### src/assert_macros.svh
// Assertion helpers shared by the RTL. Each use stands on a line of its own.
`ifndef ASSERT_MACROS_SVH
`define ASSERT_MACROS_SVH

// Check that cons holds in the same cycle as ante.
`define ASSERT_IMPLIES(label, clk, rst, ante, cons) \
   label: assert property (@(posedge clk) disable iff (rst) (ante) |-> (cons)) \
      else $error("implication check failed");

// Check that cond is never true outside reset.
`define ASSERT_NEVER(label, clk, rst, cond) \
   label: assert property (@(posedge clk) disable iff (rst) !(cond)) \
      else $error("forbidden condition seen");

`endif

### src/lmcs_pkg.sv
`default_nettype none
package lmcs_pkg;

   localparam int CHAIN_CHIPS_DEFAULT = 8;
   localparam int QUEUE_DEPTH_DEFAULT = 4;
   localparam int PANEL_WIDTH         = 16;

   // Brightness: intensity = percent / 6, clamped to 15.
   localparam int MAX_INTENSITY   = 15;
   localparam int PERCENT_STEP    = 6;
   localparam int CLAMP_PERCENT   = MAX_INTENSITY * PERCENT_STEP;
   // floor(p * 43 / 256) equals p / 6 for all p below the clamp point
   localparam int RECIP_STEP      = 43;
   localparam int RECIP_SHIFT     = 8;
   localparam logic [3:0] OP_INTENSITY = 4'ha;

   // Panel layout: right panel on positions 0..3, left on 4..7.
   localparam logic [2:0] RIGHT_TOP = 3'd3;
   localparam logic [2:0] LEFT_TOP  = 3'd7;

   typedef enum logic [1:0] {
      CMD_PIXEL  = 2'd0,
      CMD_BCAST  = 2'd1,
      CMD_BRIGHT = 2'd2
   } cmd_type;

   // One unit of work for the back end: a frame pair for a pixel row byte,
   // or a set of CHAIN_CHIPS frames for a broadcast register write.
   typedef struct packed {
      logic       is_bcast;
      logic [3:0] opcode;
      logic [7:0] data_right;
      logic [7:0] data_left;
      logic [2:0] pos_right;
      logic [2:0] pos_left;
   } job_type;

endpackage
`default_nettype wire

### src/lmcs_front.sv
`default_nettype none
module lmcs_front (
   input  wire                  clock,
   input  wire                  reset,
   input  wire                  req_valid,
   output logic                 req_ready,
   input  wire  [1:0]           req_command,
   input  wire  [7:0]           req_red,
   input  wire  [7:0]           req_green,
   input  wire  [7:0]           req_blue,
   input  wire  [3:0]           req_reg_opcode,
   input  wire  [7:0]           req_reg_value,
   input  wire  [7:0]           req_brightness_percent,
   input  wire                  csr_write_enable,
   input  wire                  csr_write_data,
   input  wire                  queue_full,
   output logic                 push,
   output lmcs_pkg::job_type    push_job
);

   logic [7:0] pos_ff, pos_in;
   logic [7:0] lit_ff, lit_in;
   logic       mirror_ff, mirror_in;

   logic        accept;
   logic        lit;
   logic [7:0]  row_byte;
   logic [1:0]  quad;
   logic [3:0]  line;
   logic [13:0] prod;
   logic [3:0]  intensity;

   assign req_ready = !queue_full;
   assign accept    = req_valid && req_ready;

   always_comb begin
      lit       = |{req_red, req_green, req_blue};
      row_byte  = {lit_ff[6:0], lit};
      line      = 4'(pos_ff / lmcs_pkg::PANEL_WIDTH);
      quad      = {line[3], pos_ff[3]};
      prod      = 14'(req_brightness_percent) * 14'(lmcs_pkg::RECIP_STEP);
      intensity = (req_brightness_percent >= 8'(lmcs_pkg::CLAMP_PERCENT))
                  ? 4'(lmcs_pkg::MAX_INTENSITY) : prod[lmcs_pkg::RECIP_SHIFT +: 4];
   end

   always_comb begin
      pos_in    = pos_ff;
      lit_in    = lit_ff;
      mirror_in = csr_write_enable ? csr_write_data : mirror_ff;
      push      = 1'b0;
      push_job  = '0;
      unique case (lmcs_pkg::cmd_type'(req_command))
         lmcs_pkg::CMD_PIXEL: begin
            push_job.opcode     = {1'b0, line[2:0]} + 4'd1;
            push_job.data_right = row_byte;
            push_job.data_left  = mirror_ff ? {<<{row_byte}} : row_byte;
            push_job.pos_right  = lmcs_pkg::RIGHT_TOP - {1'b0, quad};
            push_job.pos_left   = lmcs_pkg::LEFT_TOP - {1'b0, quad ^ {1'b0, mirror_ff}};
            if (accept) begin
               pos_in = pos_ff + 8'd1;
               if (pos_ff[2:0] == 3'b111) begin
                  lit_in = '0;
                  push   = 1'b1;
               end else begin
                  lit_in = row_byte;
               end
            end
         end
         lmcs_pkg::CMD_BCAST: begin
            push_job.is_bcast   = 1'b1;
            push_job.opcode     = req_reg_opcode;
            push_job.data_right = req_reg_value;
            push                = accept;
         end
         lmcs_pkg::CMD_BRIGHT: begin
            push_job.is_bcast   = 1'b1;
            push_job.opcode     = lmcs_pkg::OP_INTENSITY;
            push_job.data_right = {4'h0, intensity};
            push                = accept;
         end
         default: begin
            // unused code: take the request and drop it
         end
      endcase
   end

   always_ff @(posedge clock) begin
      if (reset) begin
         pos_ff    <= '0;
         lit_ff    <= '0;
         mirror_ff <= 1'b0;
      end else begin
         pos_ff    <= pos_in;
         lit_ff    <= lit_in;
         mirror_ff <= mirror_in;
      end
   end

endmodule
`default_nettype wire

### src/lmcs_queue.sv
`default_nettype none
module lmcs_queue #(
   parameter int DEPTH = lmcs_pkg::QUEUE_DEPTH_DEFAULT
) (
   input  wire                  clock,
   input  wire                  reset,
   input  wire                  push,
   input  lmcs_pkg::job_type    push_job,
   output logic                 full,
   input  wire                  pop,
   output logic                 job_valid,
   output lmcs_pkg::job_type    job
);

   localparam int PTR_W = $clog2(DEPTH);
   localparam int CNT_W = $clog2(DEPTH + 1);

   lmcs_pkg::job_type entry_ff [DEPTH];
   logic [PTR_W-1:0]  wr_ff, wr_in, rd_ff, rd_in;
   logic [CNT_W-1:0]  count_ff, count_in;

   assign full      = count_ff == CNT_W'(DEPTH);
   assign job_valid = count_ff != '0;
   assign job       = entry_ff[rd_ff];

   always_comb begin
      wr_in    = wr_ff;
      rd_in    = rd_ff;
      count_in = count_ff;
      if (push) begin
         wr_in = (wr_ff == PTR_W'(DEPTH - 1)) ? '0 : wr_ff + 1'b1;
      end
      if (pop) begin
         rd_in = (rd_ff == PTR_W'(DEPTH - 1)) ? '0 : rd_ff + 1'b1;
      end
      if (push && !pop) begin
         count_in = count_ff + 1'b1;
      end else if (pop && !push) begin
         count_in = count_ff - 1'b1;
      end
   end

   always_ff @(posedge clock) begin
      if (push) begin
         entry_ff[wr_ff] <= push_job;
      end
   end

   always_ff @(posedge clock) begin
      if (reset) begin
         wr_ff    <= '0;
         rd_ff    <= '0;
         count_ff <= '0;
      end else begin
         wr_ff    <= wr_in;
         rd_ff    <= rd_in;
         count_ff <= count_in;
      end
   end

endmodule
`default_nettype wire

### src/lmcs_back.sv
`default_nettype none
module lmcs_back #(
   parameter int CHAIN_CHIPS = lmcs_pkg::CHAIN_CHIPS_DEFAULT
) (
   input  wire                  clock,
   input  wire                  reset,
   input  wire                  job_valid,
   input  lmcs_pkg::job_type    job,
   output logic                 pop,
   output logic                 rsp_valid,
   input  wire                  rsp_ready,
   output logic [15:0]          rsp_chain_word,
   output logic                 rsp_frame_end,
   output logic                 rsp_last
);

   localparam int SLOT_W = $clog2(CHAIN_CHIPS);
   localparam int CMP_W  = (SLOT_W > 3) ? SLOT_W : 3;

   logic [SLOT_W-1:0] word_ff, word_in, frame_ff, frame_in;
   logic              valid_ff, valid_in;
   logic [15:0]       chain_ff, chain_in;
   logic              end_ff, end_in, last_ff, last_in;

   logic              advance, word_last, frame_last, hit;
   logic [SLOT_W-1:0] slot;
   logic [CMP_W-1:0]  target;
   logic [7:0]        data;

   assign advance = !valid_ff || rsp_ready;

   always_comb begin
      word_last  = word_ff == SLOT_W'(CHAIN_CHIPS - 1);
      frame_last = job.is_bcast ? (frame_ff == SLOT_W'(CHAIN_CHIPS - 1))
                                : (frame_ff == SLOT_W'(1));
      // words go out from the far end of the chain down to position 0
      slot       = SLOT_W'(CHAIN_CHIPS - 1) - word_ff;
      if (job.is_bcast) begin
         target = CMP_W'(frame_ff);
      end else if (frame_ff == '0) begin
         target = CMP_W'(job.pos_right);
      end else begin
         target = CMP_W'(job.pos_left);
      end
      data = (job.is_bcast || frame_ff == '0) ? job.data_right : job.data_left;
      hit  = CMP_W'(slot) == target;
   end

   always_comb begin
      valid_in = valid_ff;
      chain_in = chain_ff;
      end_in   = end_ff;
      last_in  = last_ff;
      word_in  = word_ff;
      frame_in = frame_ff;
      pop      = 1'b0;
      if (advance) begin
         valid_in = job_valid;
         if (job_valid) begin
            chain_in = hit ? {4'h0, job.opcode, data} : '0;
            end_in   = word_last;
            last_in  = word_last && frame_last;
            word_in  = word_last ? '0 : word_ff + 1'b1;
            if (word_last) begin
               frame_in = frame_last ? '0 : frame_ff + 1'b1;
            end
            pop = word_last && frame_last;
         end
      end
   end

   always_ff @(posedge clock) begin
      if (reset) begin
         valid_ff <= 1'b0;
         word_ff  <= '0;
         frame_ff <= '0;
      end else begin
         valid_ff <= valid_in;
         word_ff  <= word_in;
         frame_ff <= frame_in;
      end
   end

   always_ff @(posedge clock) begin
      chain_ff <= chain_in;
      end_ff   <= end_in;
      last_ff  <= last_in;
   end

   assign rsp_valid      = valid_ff;
   assign rsp_chain_word = chain_ff;
   assign rsp_frame_end  = end_ff;
   assign rsp_last       = last_ff;

endmodule
`default_nettype wire

### src/led_matrix_chain_frame_serializer.sv
// Frame serializer for a daisy chain of CHAIN_CHIPS 8x8 LED matrix drivers
// forming two 16x16 panels (right panel on positions 0..3, left on 4..7).
// Send pixels in framebuffer order, 256 per frame; every eighth pixel closes
// a row byte and produces two chain frames of CHAIN_CHIPS words (right panel
// first). Broadcast and brightness requests produce CHAIN_CHIPS frames, chip 0
// first. rsp_frame_end marks the last word of each chain frame (release chip
// select there) and rsp_last the last word caused by one request. Write
// csr_write_data to set mirror mode only while the block is idle.
// Timing: the front end takes one request per cycle while the job queue has
// room; the back end emits one word per cycle while rsp_ready allows, so a row
// byte costs 2*CHAIN_CHIPS words and a broadcast CHAIN_CHIPS*CHAIN_CHIPS words
// of the output port. Sustained pixel throughput is therefore set by the single
// output register. With an empty queue the first word of a job passes through
// the job queue and then the output register after its request is taken.
`default_nettype none
`include "assert_macros.svh"
module led_matrix_chain_frame_serializer #(
   parameter int CHAIN_CHIPS = lmcs_pkg::CHAIN_CHIPS_DEFAULT,
   parameter int QUEUE_DEPTH = lmcs_pkg::QUEUE_DEPTH_DEFAULT
) (
   input  wire         clock,
   input  wire         reset,
   input  wire         req_valid,
   output logic        req_ready,
   input  wire  [1:0]  req_command,
   input  wire  [7:0]  req_red,
   input  wire  [7:0]  req_green,
   input  wire  [7:0]  req_blue,
   input  wire  [3:0]  req_reg_opcode,
   input  wire  [7:0]  req_reg_value,
   input  wire  [7:0]  req_brightness_percent,
   output logic        rsp_valid,
   input  wire         rsp_ready,
   output logic [15:0] rsp_chain_word,
   output logic        rsp_frame_end,
   output logic        rsp_last,
   input  wire         csr_write_enable,
   input  wire         csr_write_data
);

   logic              push, queue_full, pop, job_valid;
   lmcs_pkg::job_type push_job, job;

   // classify requests, track pixel position and the row byte
   lmcs_front u_front (
      .clock                  (clock),
      .reset                  (reset),
      .req_valid              (req_valid),
      .req_ready              (req_ready),
      .req_command            (req_command),
      .req_red                (req_red),
      .req_green              (req_green),
      .req_blue               (req_blue),
      .req_reg_opcode         (req_reg_opcode),
      .req_reg_value          (req_reg_value),
      .req_brightness_percent (req_brightness_percent),
      .csr_write_enable       (csr_write_enable),
      .csr_write_data         (csr_write_data),
      .queue_full             (queue_full),
      .push                   (push),
      .push_job               (push_job)
   );

   // hold pending jobs so requests keep flowing while words drain
   lmcs_queue #(
      .DEPTH (QUEUE_DEPTH)
   ) u_queue (
      .clock     (clock),
      .reset     (reset),
      .push      (push),
      .push_job  (push_job),
      .full      (queue_full),
      .pop       (pop),
      .job_valid (job_valid),
      .job       (job)
   );

   // walk frames and chain slots, one word per cycle while rsp_ready allows
   lmcs_back #(
      .CHAIN_CHIPS (CHAIN_CHIPS)
   ) u_back (
      .clock          (clock),
      .reset          (reset),
      .job_valid      (job_valid),
      .job            (job),
      .pop            (pop),
      .rsp_valid      (rsp_valid),
      .rsp_ready      (rsp_ready),
      .rsp_chain_word (rsp_chain_word),
      .rsp_frame_end  (rsp_frame_end),
      .rsp_last       (rsp_last)
   );

   `ASSERT_NEVER(a_no_push_when_full, clock, reset, push && queue_full)
   `ASSERT_NEVER(a_no_pop_when_empty, clock, reset, pop && !job_valid)
   `ASSERT_IMPLIES(a_last_ends_frame, clock, reset, rsp_valid && rsp_last, rsp_frame_end)

endmodule
`default_nettype wire

### config.mk
export PLATFORM = sky130hd
export DESIGN_NAME = led_matrix_chain_frame_serializer
export DESIGN_NICKNAME = d
export VERILOG_FILES = /design/src/lmcs_pkg.sv /design/src/lmcs_front.sv /design/src/lmcs_queue.sv /design/src/lmcs_back.sv /design/src/led_matrix_chain_frame_serializer.sv
export VERILOG_INCLUDE_DIRS = /design/src /design/src/src
export SDC_FILE = /design/constraint.sdc
export NUM_CORES = 1
export LEC_CHECK = 0
export BUFFER_PORTS_ARGS = -buffer_cell sky130_fd_sc_hd__buf_2
export CAP_MARGIN = 20
export CORE_ASPECT_RATIO = 0.8
export CORE_MARGIN = 1.5
export CORE_UTILIZATION = 40
export DETAILED_ROUTE_END_ITERATION = 16
export PLACE_DENSITY_LB_ADDON = 0.25
export SYNTH_ARGS = -nofsm -noshare
export SYNTH_HDL_FRONTEND = slang
export SYNTH_SLANG_ARGS = --single-unit
### constraint.sdc
create_clock -name clock -period 4.1 [get_ports clock]
set_clock_uncertainty 0.15 [all_clocks]
set_input_delay 0.82 -clock clock [delete_from_list [all_inputs] [get_ports clock]]
set_output_delay 0.82 -clock clock [all_outputs]
set_load 0.01 [all_outputs]
==> results of run 1 <==
power groups by stage:
stage | Clock (µW) | Sequential [µW] | Combinational, µW
after floorplan | 0 | 1730 | 276
after global placement | 0 | 1720 | 452
after detailed placement | 0 | 1720 | 462
after CTS | 1520 | 1690 | 466
after global routing | 1580 | 1690 | 518
final | 1500 | 1690 | 456
layer usage:
layer	vias to the layer above	share of wire, %
li1	2062	-
met1	2162	45
met2	100	49
met3	11	5.2
met4	0	0.80
met5	-	0
synthesized netlist by cell type, types with 8 or more instances:
cell type  count
edfxtp_1     114
nor2_1        49
ha_1          47
inv_1         35
dfxtp_1       32
mux2i_1       29
mux4_2        24
a21oi_1       17
nor2b_1       14
nand2_1       13
clkbuf_1      12
xnor2_1       10
fa_1           9
xor2_1         9
nor4_1         8
cell families (layout without fill, tap and decap cells):
| kind of cell | Yosys count | after routing |
|---|---|---|
| buffers and inverters | 58 | 159 |
| DFF | 146 | 146 |
| other | 1 | 4 |
| muxes | 53 | 53 |
| xor gates and xnor gates | 19 | 19 |
| adders and majority gates | 56 | 56 |
| and+or+nand+nor | 124 | 124 |
| AOI/OAI and AO/OA | 52 | 52 |
final cells by class:
type / instances / area (µm²)
Clock buffer: 21 / 450
Clock inverter: 11 / 130
Fill cell: 1538 / 8980
Inverter: 35 / 131
Multi-Input combinational cell: 308 / 2770
Sequential cell: 146 / 4070
Tap cell: 225 / 282
Timing Repair Buffer: 92 / 523
path summary, 6_finish.rpt:
| check | from | to | slack [ns] | cells after the start |
|---|---|---|---|---|
| max | req_brightness_percent[3] | u_queue.entry_ff[2][14] | 0.26 | 13 |
| min | u_back.rsp_valid | u_back.rsp_valid | 0.33 | 2 |
| max reg2reg | flop | u_queue.count_ff[2] | 0.81 | 10 |
| min reg2reg | u_back.rsp_valid | u_back.rsp_valid | 0.33 | 2 |
flip-flops by register name, indices dropped and copies added, names as in the netlist, named ones only:
name and count:
u_queue.rd_ff 2, u_queue.count_ff 3, u_back.rsp_chain_word 12, u_front.mirror_ff 1, u_back.rsp_last 1, u_back.word_ff 3
u_back.rsp_valid 1, u_front.lit_ff 7, u_back.frame_ff 3, u_back.rsp_frame_end 1, u_front.pos_ff 8, u_queue.entry_ff 100
u_queue.wr_ff 2
worst max-delay path, delay by kind of cell:
kind	cells	cell delay, ns
buf+inv	3	0.21
simple gates	3	0.47
fa+ha+maj	4	1.59
compound gates	3	0.74
stage by stage:
step | util [%] | power (µW)
after floorplan | - | 2000
after global placement | 44.8 | 2170
after detailed placement | 44.8 | 2180
after CTS | 48.2 | 3680
after global routing | 48.2 | 3790
final | 48.2 | 3640
==> results_dict.tcl, run 1 <==
set metrics [dict create \
    tns_ns 0 \
    rows 43 \
    clk_latency_ns 0.42 \
    seqPwrFrac_pct 46.3 \
    synth_xor_area_share_pct 2.36 \
    firstDrtPassIters 4 \
    drc 0 \
    ant_nets 0 \
    synth_top_area_share_pct 48.5 \
    grt_pass1_vias 4389 \
    ys.warnings.count 0 \
    area_growth_pct 18.4 \
    dieWidth_um 151 \
    critPathMaxFanout 4 \
    drv_slew 0 \
    viasPerCell 5.17 \
    synth_compound_area_share_pct 4.91 \
    drive_gt1_share_pct 25.0 \
    clockBufferDepth 2 \
    die_h_um 122 \
    final_common_cell "edfxtp_1" \
    setup_ws_ns 0.263 \
    max_freq_ghz 0.261 \
    drt_wl_total_mm 14.3 \
    synth_top_family_by_area "multiplexers" \
    diodes 0 \
    hp-class "flop to flop" \
    critPathMaxStageDelay_ns 0.54 \
    synth.area.mux_share_pct 11.8 \
    grt_pass1_wl_mm 22.9 \
    synth_ff_type "edfxtp_1" \
    critPathRequiredTime_ns 4.10 \
    rsz0062_at_grt "false" \
    synth-simple-area-share_pct 8.98 \
    final_cells 838 \
    start_kind "primary input" \
    power_density_nw_per_um2 437 \
    grt_use_met1_pct 21.5 \
    status "complete, no violations" \
    dieArea_um2 18400 \
    ys_seq_elements 146 \
    cts_htree_levels 4 \
    ir_drop_v 0.000315 \
    cts.repair.resized 0 \
    gp_congestion 0.766 \
    grt.busiest_layer "met2" \
    netSwitchingFraction_pct 23.7 \
    clock-sinks 146 \
    cts-root-buf "clkbuf_16" \
    antenna_found_initial 0 \
    worst_pin_slew_ns 0.649 \
    grt_usage_pct 17.0 \
    gr-usage-met2_pct 29.0 \
    holdWs_ns 0.333 \
    syn_inst 509 \
    initial_core_util_pct 40.7 \
    synth_edf_count 114 \
    finalCriticalPeriod_ns 3.84 \
    placed_cell_area_um2 7760 \
    overflow 0 \
    nNetsFinal 708 \
    yosys.cell_types.count 47 \
    postCtsHoldBufs 0 \
    dp_hpwl_mm 9.90 \
    wire_per_inst_um 17.1 \
    cts_buffers 17 \
    grt_use_met3_pct 4.27 \
    power.switching_uw 863 \
    final_cell_mix "114 x edfxtp_1, 67 x buf_2, 49 x nor2_1, 47 x ha_1, 35 x inv_1" \
    cp_slowest_cell "fa_1" \
    hold_viol 0 \
    syn-cell-area_um2 7050 \
    stdcell_area_um2 8350 \
    comb_power_share_pct 12.5 \
    slew_headroom_pct 56.8 \
    finalSetupViolations 0 \
    avgSynthCellArea_um2 13.9 \
    synth.area.top_cells "edfxtp_1 49%, dfxtp_1 9.1%, ha_1 8.3%" \
    maxCapViolations 0 \
    placeableCoreArea_um2 17300 \
    grt_max_degree 32 \
    crit_path_end_kind "flop" \
    pwr-share-clk_pct 41.2 \
    drt_iter0_drc 257 \
    synth-seq-area-share_pct 57.6 \
    async_flop_share_pct 0 \
    path_cells "buf_2 -> ha_1 -> inv_1 -> fa_1 -> fa_1 -> inv_1 -> ha_1 -> nand4_1 -> o21bai_1 -> or2_2 -> a21oi_1 -> nor2_1 -> o32ai_1" \
    internal_power_uw 2780 \
    cts_setup_buffers 0 \
    port_buffers 67 \
    arrival_ns 3.83 \
    dp_worst_setup_slack_ns -0.159 \
    total_leakage_power_uw 0.00317 \
    num_vias 4335 \
    yosys.area.top_type "edfxtp_1" \
    worstSetupPathType "primary input to flop" \
    synthAdderAreaFrac_pct 10.9 \
    ioPinCount 72 \
    clk_pin_slew_ns 0.06 \
    dp_cells 806 \
    min_period_over_period_pct 93.6 \
    cts_tree "built" \
]
Power figures use the tool's default switching activity.
==> run 2: changes to the inputs <==
--- a/config.mk
+++ b/config.mk
@@ -12,7 +12,10 @@
 export CORE_MARGIN = 1.5
 export CORE_UTILIZATION = 40
 export DETAILED_ROUTE_END_ITERATION = 16
+export GPL_TIMING_DRIVEN = 0
+export MAX_ROUTING_LAYER = met4
 export PLACE_DENSITY_LB_ADDON = 0.25
+export SKIP_LAST_GASP = 1
 export SYNTH_ARGS = -nofsm -noshare
 export SYNTH_HDL_FRONTEND = slang
 export SYNTH_SLANG_ARGS = --single-unit
==> results_dict.tcl, run 2 (same netlist as run 1, synthesis figures left out) <==
set metrics [dict create \
    antenna_found_initial 0 \
    placeableCoreArea_um2 17300 \
    gp_congestion 0.803 \
    num_vias 4297 \
    crit_path_end_kind "flop" \
    placed_cell_area_um2 7750 \
    holdWs_ns 0.339 \
    area_growth_pct 18.3 \
    cp_slowest_cell "fa_1" \
    max_freq_ghz 0.254 \
    holdPathEnd "u_back.rsp_valid" \
    rr_endpoint "u_queue.count_ff[2]" \
    critPathMaxStageDelay_ns 0.54 \
    crit_buf_inv 3 \
    total_leakage_power_uw 0.00313 \
    port_buffers 66 \
    nNetsFinal 710 \
    dp_hpwl_mm 10.6 \
    die_h_um 122 \
    grt_max_degree 17 \
    hold_depth 2 \
    wire_per_inst_um 17.1 \
    grt_pass1_vias 4376 \
    grt_pass1_wl_mm 22.7 \
    rr_worst_depth 11 \
    finalSetupViolations 0 \
    cts_setup_buffers 0 \
    rows 43 \
    final_cell_mix "114 x edfxtp_1, 66 x buf_2, 49 x nor2_1, 47 x ha_1, 35 x inv_1" \
    ant_nets 0 \
    clk_latency_ns 0.41 \
    cts-root-buf "clkbuf_16" \
    status "complete, no violations" \
    ir_drop_v 0.000258 \
    clk_pin_slew_ns 0.06 \
    cts_htree_levels 4 \
    path_cells "buf_2 -> ha_1 -> inv_1 -> fa_1 -> fa_1 -> inv_1 -> ha_1 -> nand4_1 -> o21bai_1 -> or2_2 -> a31oi_1 -> xor2_1 -> a211oi_2" \
    drc 0 \
    clockBufferDepth 2 \
    diodes 0 \
    dieWidth_um 151 \
    drive_gt1_share_pct 22.9 \
    hold_viol 0 \
    worstHoldStart "u_back.rsp_valid" \
    critPathTopFamily "adder cells" \
    viasPerCell 5.12 \
    initial_core_util_pct 40.7 \
    maxCapViolations 0 \
    overflow 0 \
    largest_reg_flops 100 \
    worst_pin_slew_ns 1.04 \
    critPathRequiredTime_ns 4.09 \
    power_density_nw_per_um2 429 \
    final_common_cell "edfxtp_1" \
    drt_wl_total_mm 14.4 \
    cts_tree "built" \
    ioPinCount 72 \
    drt_iter0_drc 268 \
    worstSetupPathType "primary input to flop" \
    min_period_over_period_pct 96.1 \
    slew_headroom_pct 30.6 \
    start_kind "primary input" \
    hp-class "flop to flop" \
    finalCriticalPeriod_ns 3.94 \
    firstDrtPassIters 4 \
    grt_usage_pct 17.3 \
    arrival_ns 3.93 \
    dieArea_um2 18400 \
    stdcell_area_um2 8350 \
    r2r_setup_slack_ns 0.64 \
    drv_slew 0 \
    clock-sinks 146 \
    timing.rr.start "u_front.pos_ff[0]" \
    cts_buffers 17 \
    top_register "u_queue.entry_ff" \
    critPathMaxFanout 5 \
]
-- run 2: metal layers --
layer,up-vias,wire (µm),track usage (%)
met5,-,0,-
met4,0,35,3.28
met3,2,528,4.16
met2,70,7420,28.8
met1,2159,6380,21.8
li1,2066,-,-
-- run 2: cell type report --
cell class	instances	area (µm²)
fillers	1534	8980
multi-input cells	308	2800
clock inverters	15	134
inverters	35	131
plain buffers	23	109
clock buffers	17	425
well taps	225	282
repair buffers	71	405
flip-flops and latches	146	4060
-- run 2: worst max-delay path by stage --
stage                                   start                       to  slack, ns  depth (start not counted)
floorplan           req_brightness_percent[3]  u_queue.entry_ff[0][17]       0.15                         11
global placement    req_brightness_percent[3]  u_queue.entry_ff[0][14]      -0.47                         13
detailed placement  req_brightness_percent[1]  u_queue.entry_ff[0][14]      -0.57                         13
CTS                 req_brightness_percent[1]  u_queue.entry_ff[2][17]       0.13                         13
global route        req_brightness_percent[1]  u_queue.entry_ff[2][17]      -0.03                         13
finish              req_brightness_percent[1]  u_queue.entry_ff[2][15]       0.16                         13
-- run 2: power by group --
part | internal (µW) | switching (µW) | leakage (µW) | total [µW]
logic | 192 | 257 | 0.00154 | 449
registers | 1660 | 23.4 | 0.00132 | 1680
clock network | 839 | 606 | 0.000265 | 1450
total | 2690 | 886 | 0.00313 | 3580
-- run 2: per-stage QoR --
step                setup TNS [ns]  std cells  utilization (%)  setup slack [ns]  total power, µW
global route                -0.106        840             48.2           -0.0292             3740
CTS                              0        840             48.0             0.126             3600
floorplan                        0        512                -             0.146             2000
detailed placement           -6.05        808             44.7            -0.574             2160
finish                           0        840             48.2             0.162             3580
global placement             -4.89        803             44.3            -0.471             2130
-- run 2: repair_timing --
item | 4_1_cts | 5_1_grt
gates resized for setup | 2 | 3
hold buffers | 0 | 0
endpoints found under the setup margin | 8 | 8
-- run 2: worst reg2reg max path, cell delays in order (launching register included) --
cell and delay (ns):
dfxtp_1 0.41, ha_1 0.24, ha_1 0.20, clkbuf_1 0.32, a21oi_1 0.12, nor3_1 0.58
ha_1 0.30, inv_1 0.06, fa_1 0.37, xor2_1 0.18, or3_1 0.31, a21oi_1 0.14
==> run 3: changes to the inputs <==
--- a/config.mk
+++ b/config.mk
@@ -10,7 +10,7 @@
 export CAP_MARGIN = 20
 export CORE_ASPECT_RATIO = 0.8
 export CORE_MARGIN = 1.5
-export CORE_UTILIZATION = 40
+export CORE_UTILIZATION = 53
 export DETAILED_ROUTE_END_ITERATION = 16
 export GPL_TIMING_DRIVEN = 0
 export MAX_ROUTING_LAYER = met4
==> results_dict.tcl, run 3 (same netlist as run 1, synthesis figures left out) <==
set metrics [dict create \
    grt_pass1_wl_mm 23.5 \
    final_cells 792 \
    dp_hpwl_mm 10.7 \
    finalSetupViolations 0 \
    postCtsHoldBufs 0 \
    ioPinCount 72 \
    rows 37 \
    fin_util_pct 64.6 \
    worst_pin_slew_ns 0.941 \
    port_buffers 66 \
    dieWidth_um 132 \
    maxCapViolations 0 \
    total_leakage_power_uw 0.00316 \
    cts-root-buf "clkbuf_16" \
    internal_power_uw 2810 \
    slew_headroom_pct 37.2 \
    final_cell_mix "114 x edfxtp_1, 66 x buf_2, 49 x nor2_1, 47 x ha_1, 35 x inv_1" \
    seqPwrFrac_pct 46.0 \
    max_freq_ghz 0.257 \
    critPathMaxStageDelay_ns 0.54 \
    viasPerCell 5.57 \
    firstDrtPassIters 5 \
    ir_drop_v 0.000343 \
    dieArea_um2 14000 \
    path_cells "buf_2 -> ha_1 -> inv_1 -> fa_1 -> fa_1 -> inv_1 -> ha_1 -> nand4_1 -> o21bai_1 -> or2_2 -> a21oi_1 -> nor3b_1 -> o32ai_2" \
    drv_slew 0 \
    dp_cells 758 \
    drt_iter0_drc 359 \
    comb_power_share_pct 12.2 \
    diodes 0 \
    wire_per_inst_um 18.5 \
    num_vias 4415 \
    antenna_found_initial 0 \
    cts_buffers 17 \
    overflow 0 \
    rr_endpoint "u_queue.count_ff[2]" \
    largest_reg_flops 100 \
    initial_core_util_pct 54.6 \
    final_common_cell "edfxtp_1" \
    hp-class "flop to flop" \
    tns_ns 0 \
    drc 0 \
    worstSetupPathType "primary input to flop" \
    critPathTopFamily "adder cells" \
    cts_setup_buffers 0 \
    power.switching_uw 856 \
    cp_slowest_cell "fa_1" \
    crit_buf_inv 3 \
    power_density_nw_per_um2 439 \
    ant_nets 0 \
    crit_path_end_kind "flop" \
    drt_wl_total_mm 14.7 \
    cts_tree "built" \
    pwr-share-clk_pct 41.8 \
    hold_viol 0 \
    grt_usage_pct 23.3 \
    rsz0062_at_grt "false" \
    r2r_setup_slack_ns 0.64 \
    critPathRequiredTime_ns 4.06 \
    cts_htree_levels 4 \
    arrival_ns 3.85 \
    grt_max_degree 18 \
    timing.rr.start "u_front.pos_ff[0]" \
    critPathMaxFanout 5 \
    hold_depth 2 \
    clock-sinks 146 \
    clk_latency_ns 0.41 \
    gp_congestion 0.794 \
    clockBufferDepth 2 \
    finalCriticalPeriod_ns 3.90 \
    worstHoldStart "u_queue.rd_ff[0]" \
    status "complete, no violations" \
    top_register "u_queue.entry_ff" \
    netSwitchingFraction_pct 23.4 \
    grt_pass1_vias 4663 \
    min_period_over_period_pct 95.0 \
    nNetsFinal 712 \
    clk_pin_slew_ns 0.06 \
    rr_worst_depth 11 \
    area_growth_pct 18.4 \
    drive_gt1_share_pct 22.9 \
    start_kind "primary input" \
    placeableCoreArea_um2 12900 \
    die_h_um 106 \
]
[run 3: layer usage]
metal / vias to the layer above / global-route usage (%) / wire (µm)
met4: 0 / 6.83 / 152
li1: 2067 / - / -
met3: 12 / 6.44 / 760
met1: 2194 / 28.1 / 6290
met5: - / - / 0
met2: 142 / 38.8 / 7460
[run 3: how the worst max path moves through the flow]
stage / slack, ns / end / start / cells after the start
floorplan: 0.15 / u_queue.entry_ff[0][17] / req_brightness_percent[3] / 11
global placement: -0.29 / u_queue.entry_ff[0][15] / req_brightness_percent[3] / 13
detailed placement: -0.38 / u_queue.entry_ff[0][17] / req_brightness_percent[3] / 13
CTS: 0.04 / u_queue.entry_ff[3][17] / req_brightness_percent[3] / 13
global route: 0.05 / u_queue.entry_ff[2][15] / req_brightness_percent[1] / 13
finish: 0.20 / u_queue.entry_ff[2][14] / req_brightness_percent[1] / 13
[run 3: what timing repair did]
action	in CTS	in global routing
hold endpoints to repair	0	0
endpoints found under the setup margin	0	12
resized for setup	0	4
[run 3: power by group through the flow]
| stage | combinational (µW) | sequential [µW] | clock [µW] |
|---|---|---|---|
| 2_1_floorplan | 276 | 1730 | 0 |
| 6_report | 447 | 1680 | 1530 |
| 3_3_place_gp | 407 | 1710 | 0 |
| 4_1_cts | 443 | 1680 | 1560 |
| 5_1_grt | 505 | 1690 | 1630 |
| 3_5_place_dp | 440 | 1720 | 0 |
[run 3: through the flow]
stage          worst slack [ns]  area (µm²)  power, µW  hold WS [ns]
2_1_floorplan             0.146        7060       2000         0.313
3_3_place_gp             -0.286        7610       2120         0.311
3_5_place_dp             -0.384        7700       2160         0.346
4_1_cts                  0.0411        8300       3680         0.354
5_1_grt                  0.0458        8350       3820         0.377
6_report                  0.205        8350       3660         0.353
[run 3: cell type report]
cell class / instances / area (µm²)
tap: 175 / 219
clock inverter: 13 / 161
clock buffer: 19 / 433
fill: 946 / 4570
buffer: 23 / 109
inverter: 35 / 131
sequential: 146 / 4060
multi-input combinational: 308 / 2790
timing repair buffer: 73 / 444
[run 3: worst reg2reg max path, stage by stage, from the launching register on]
cell and delay [ns]:
dfxtp_1 0.43, ha_1 0.25, ha_1 0.16, clkbuf_1 0.31, a21oi_1 0.14, nor3_1 0.60, ha_1 0.31, inv_1 0.06
fa_1 0.37, xor2_1 0.17, or3_1 0.31, a21oi_1 0.14
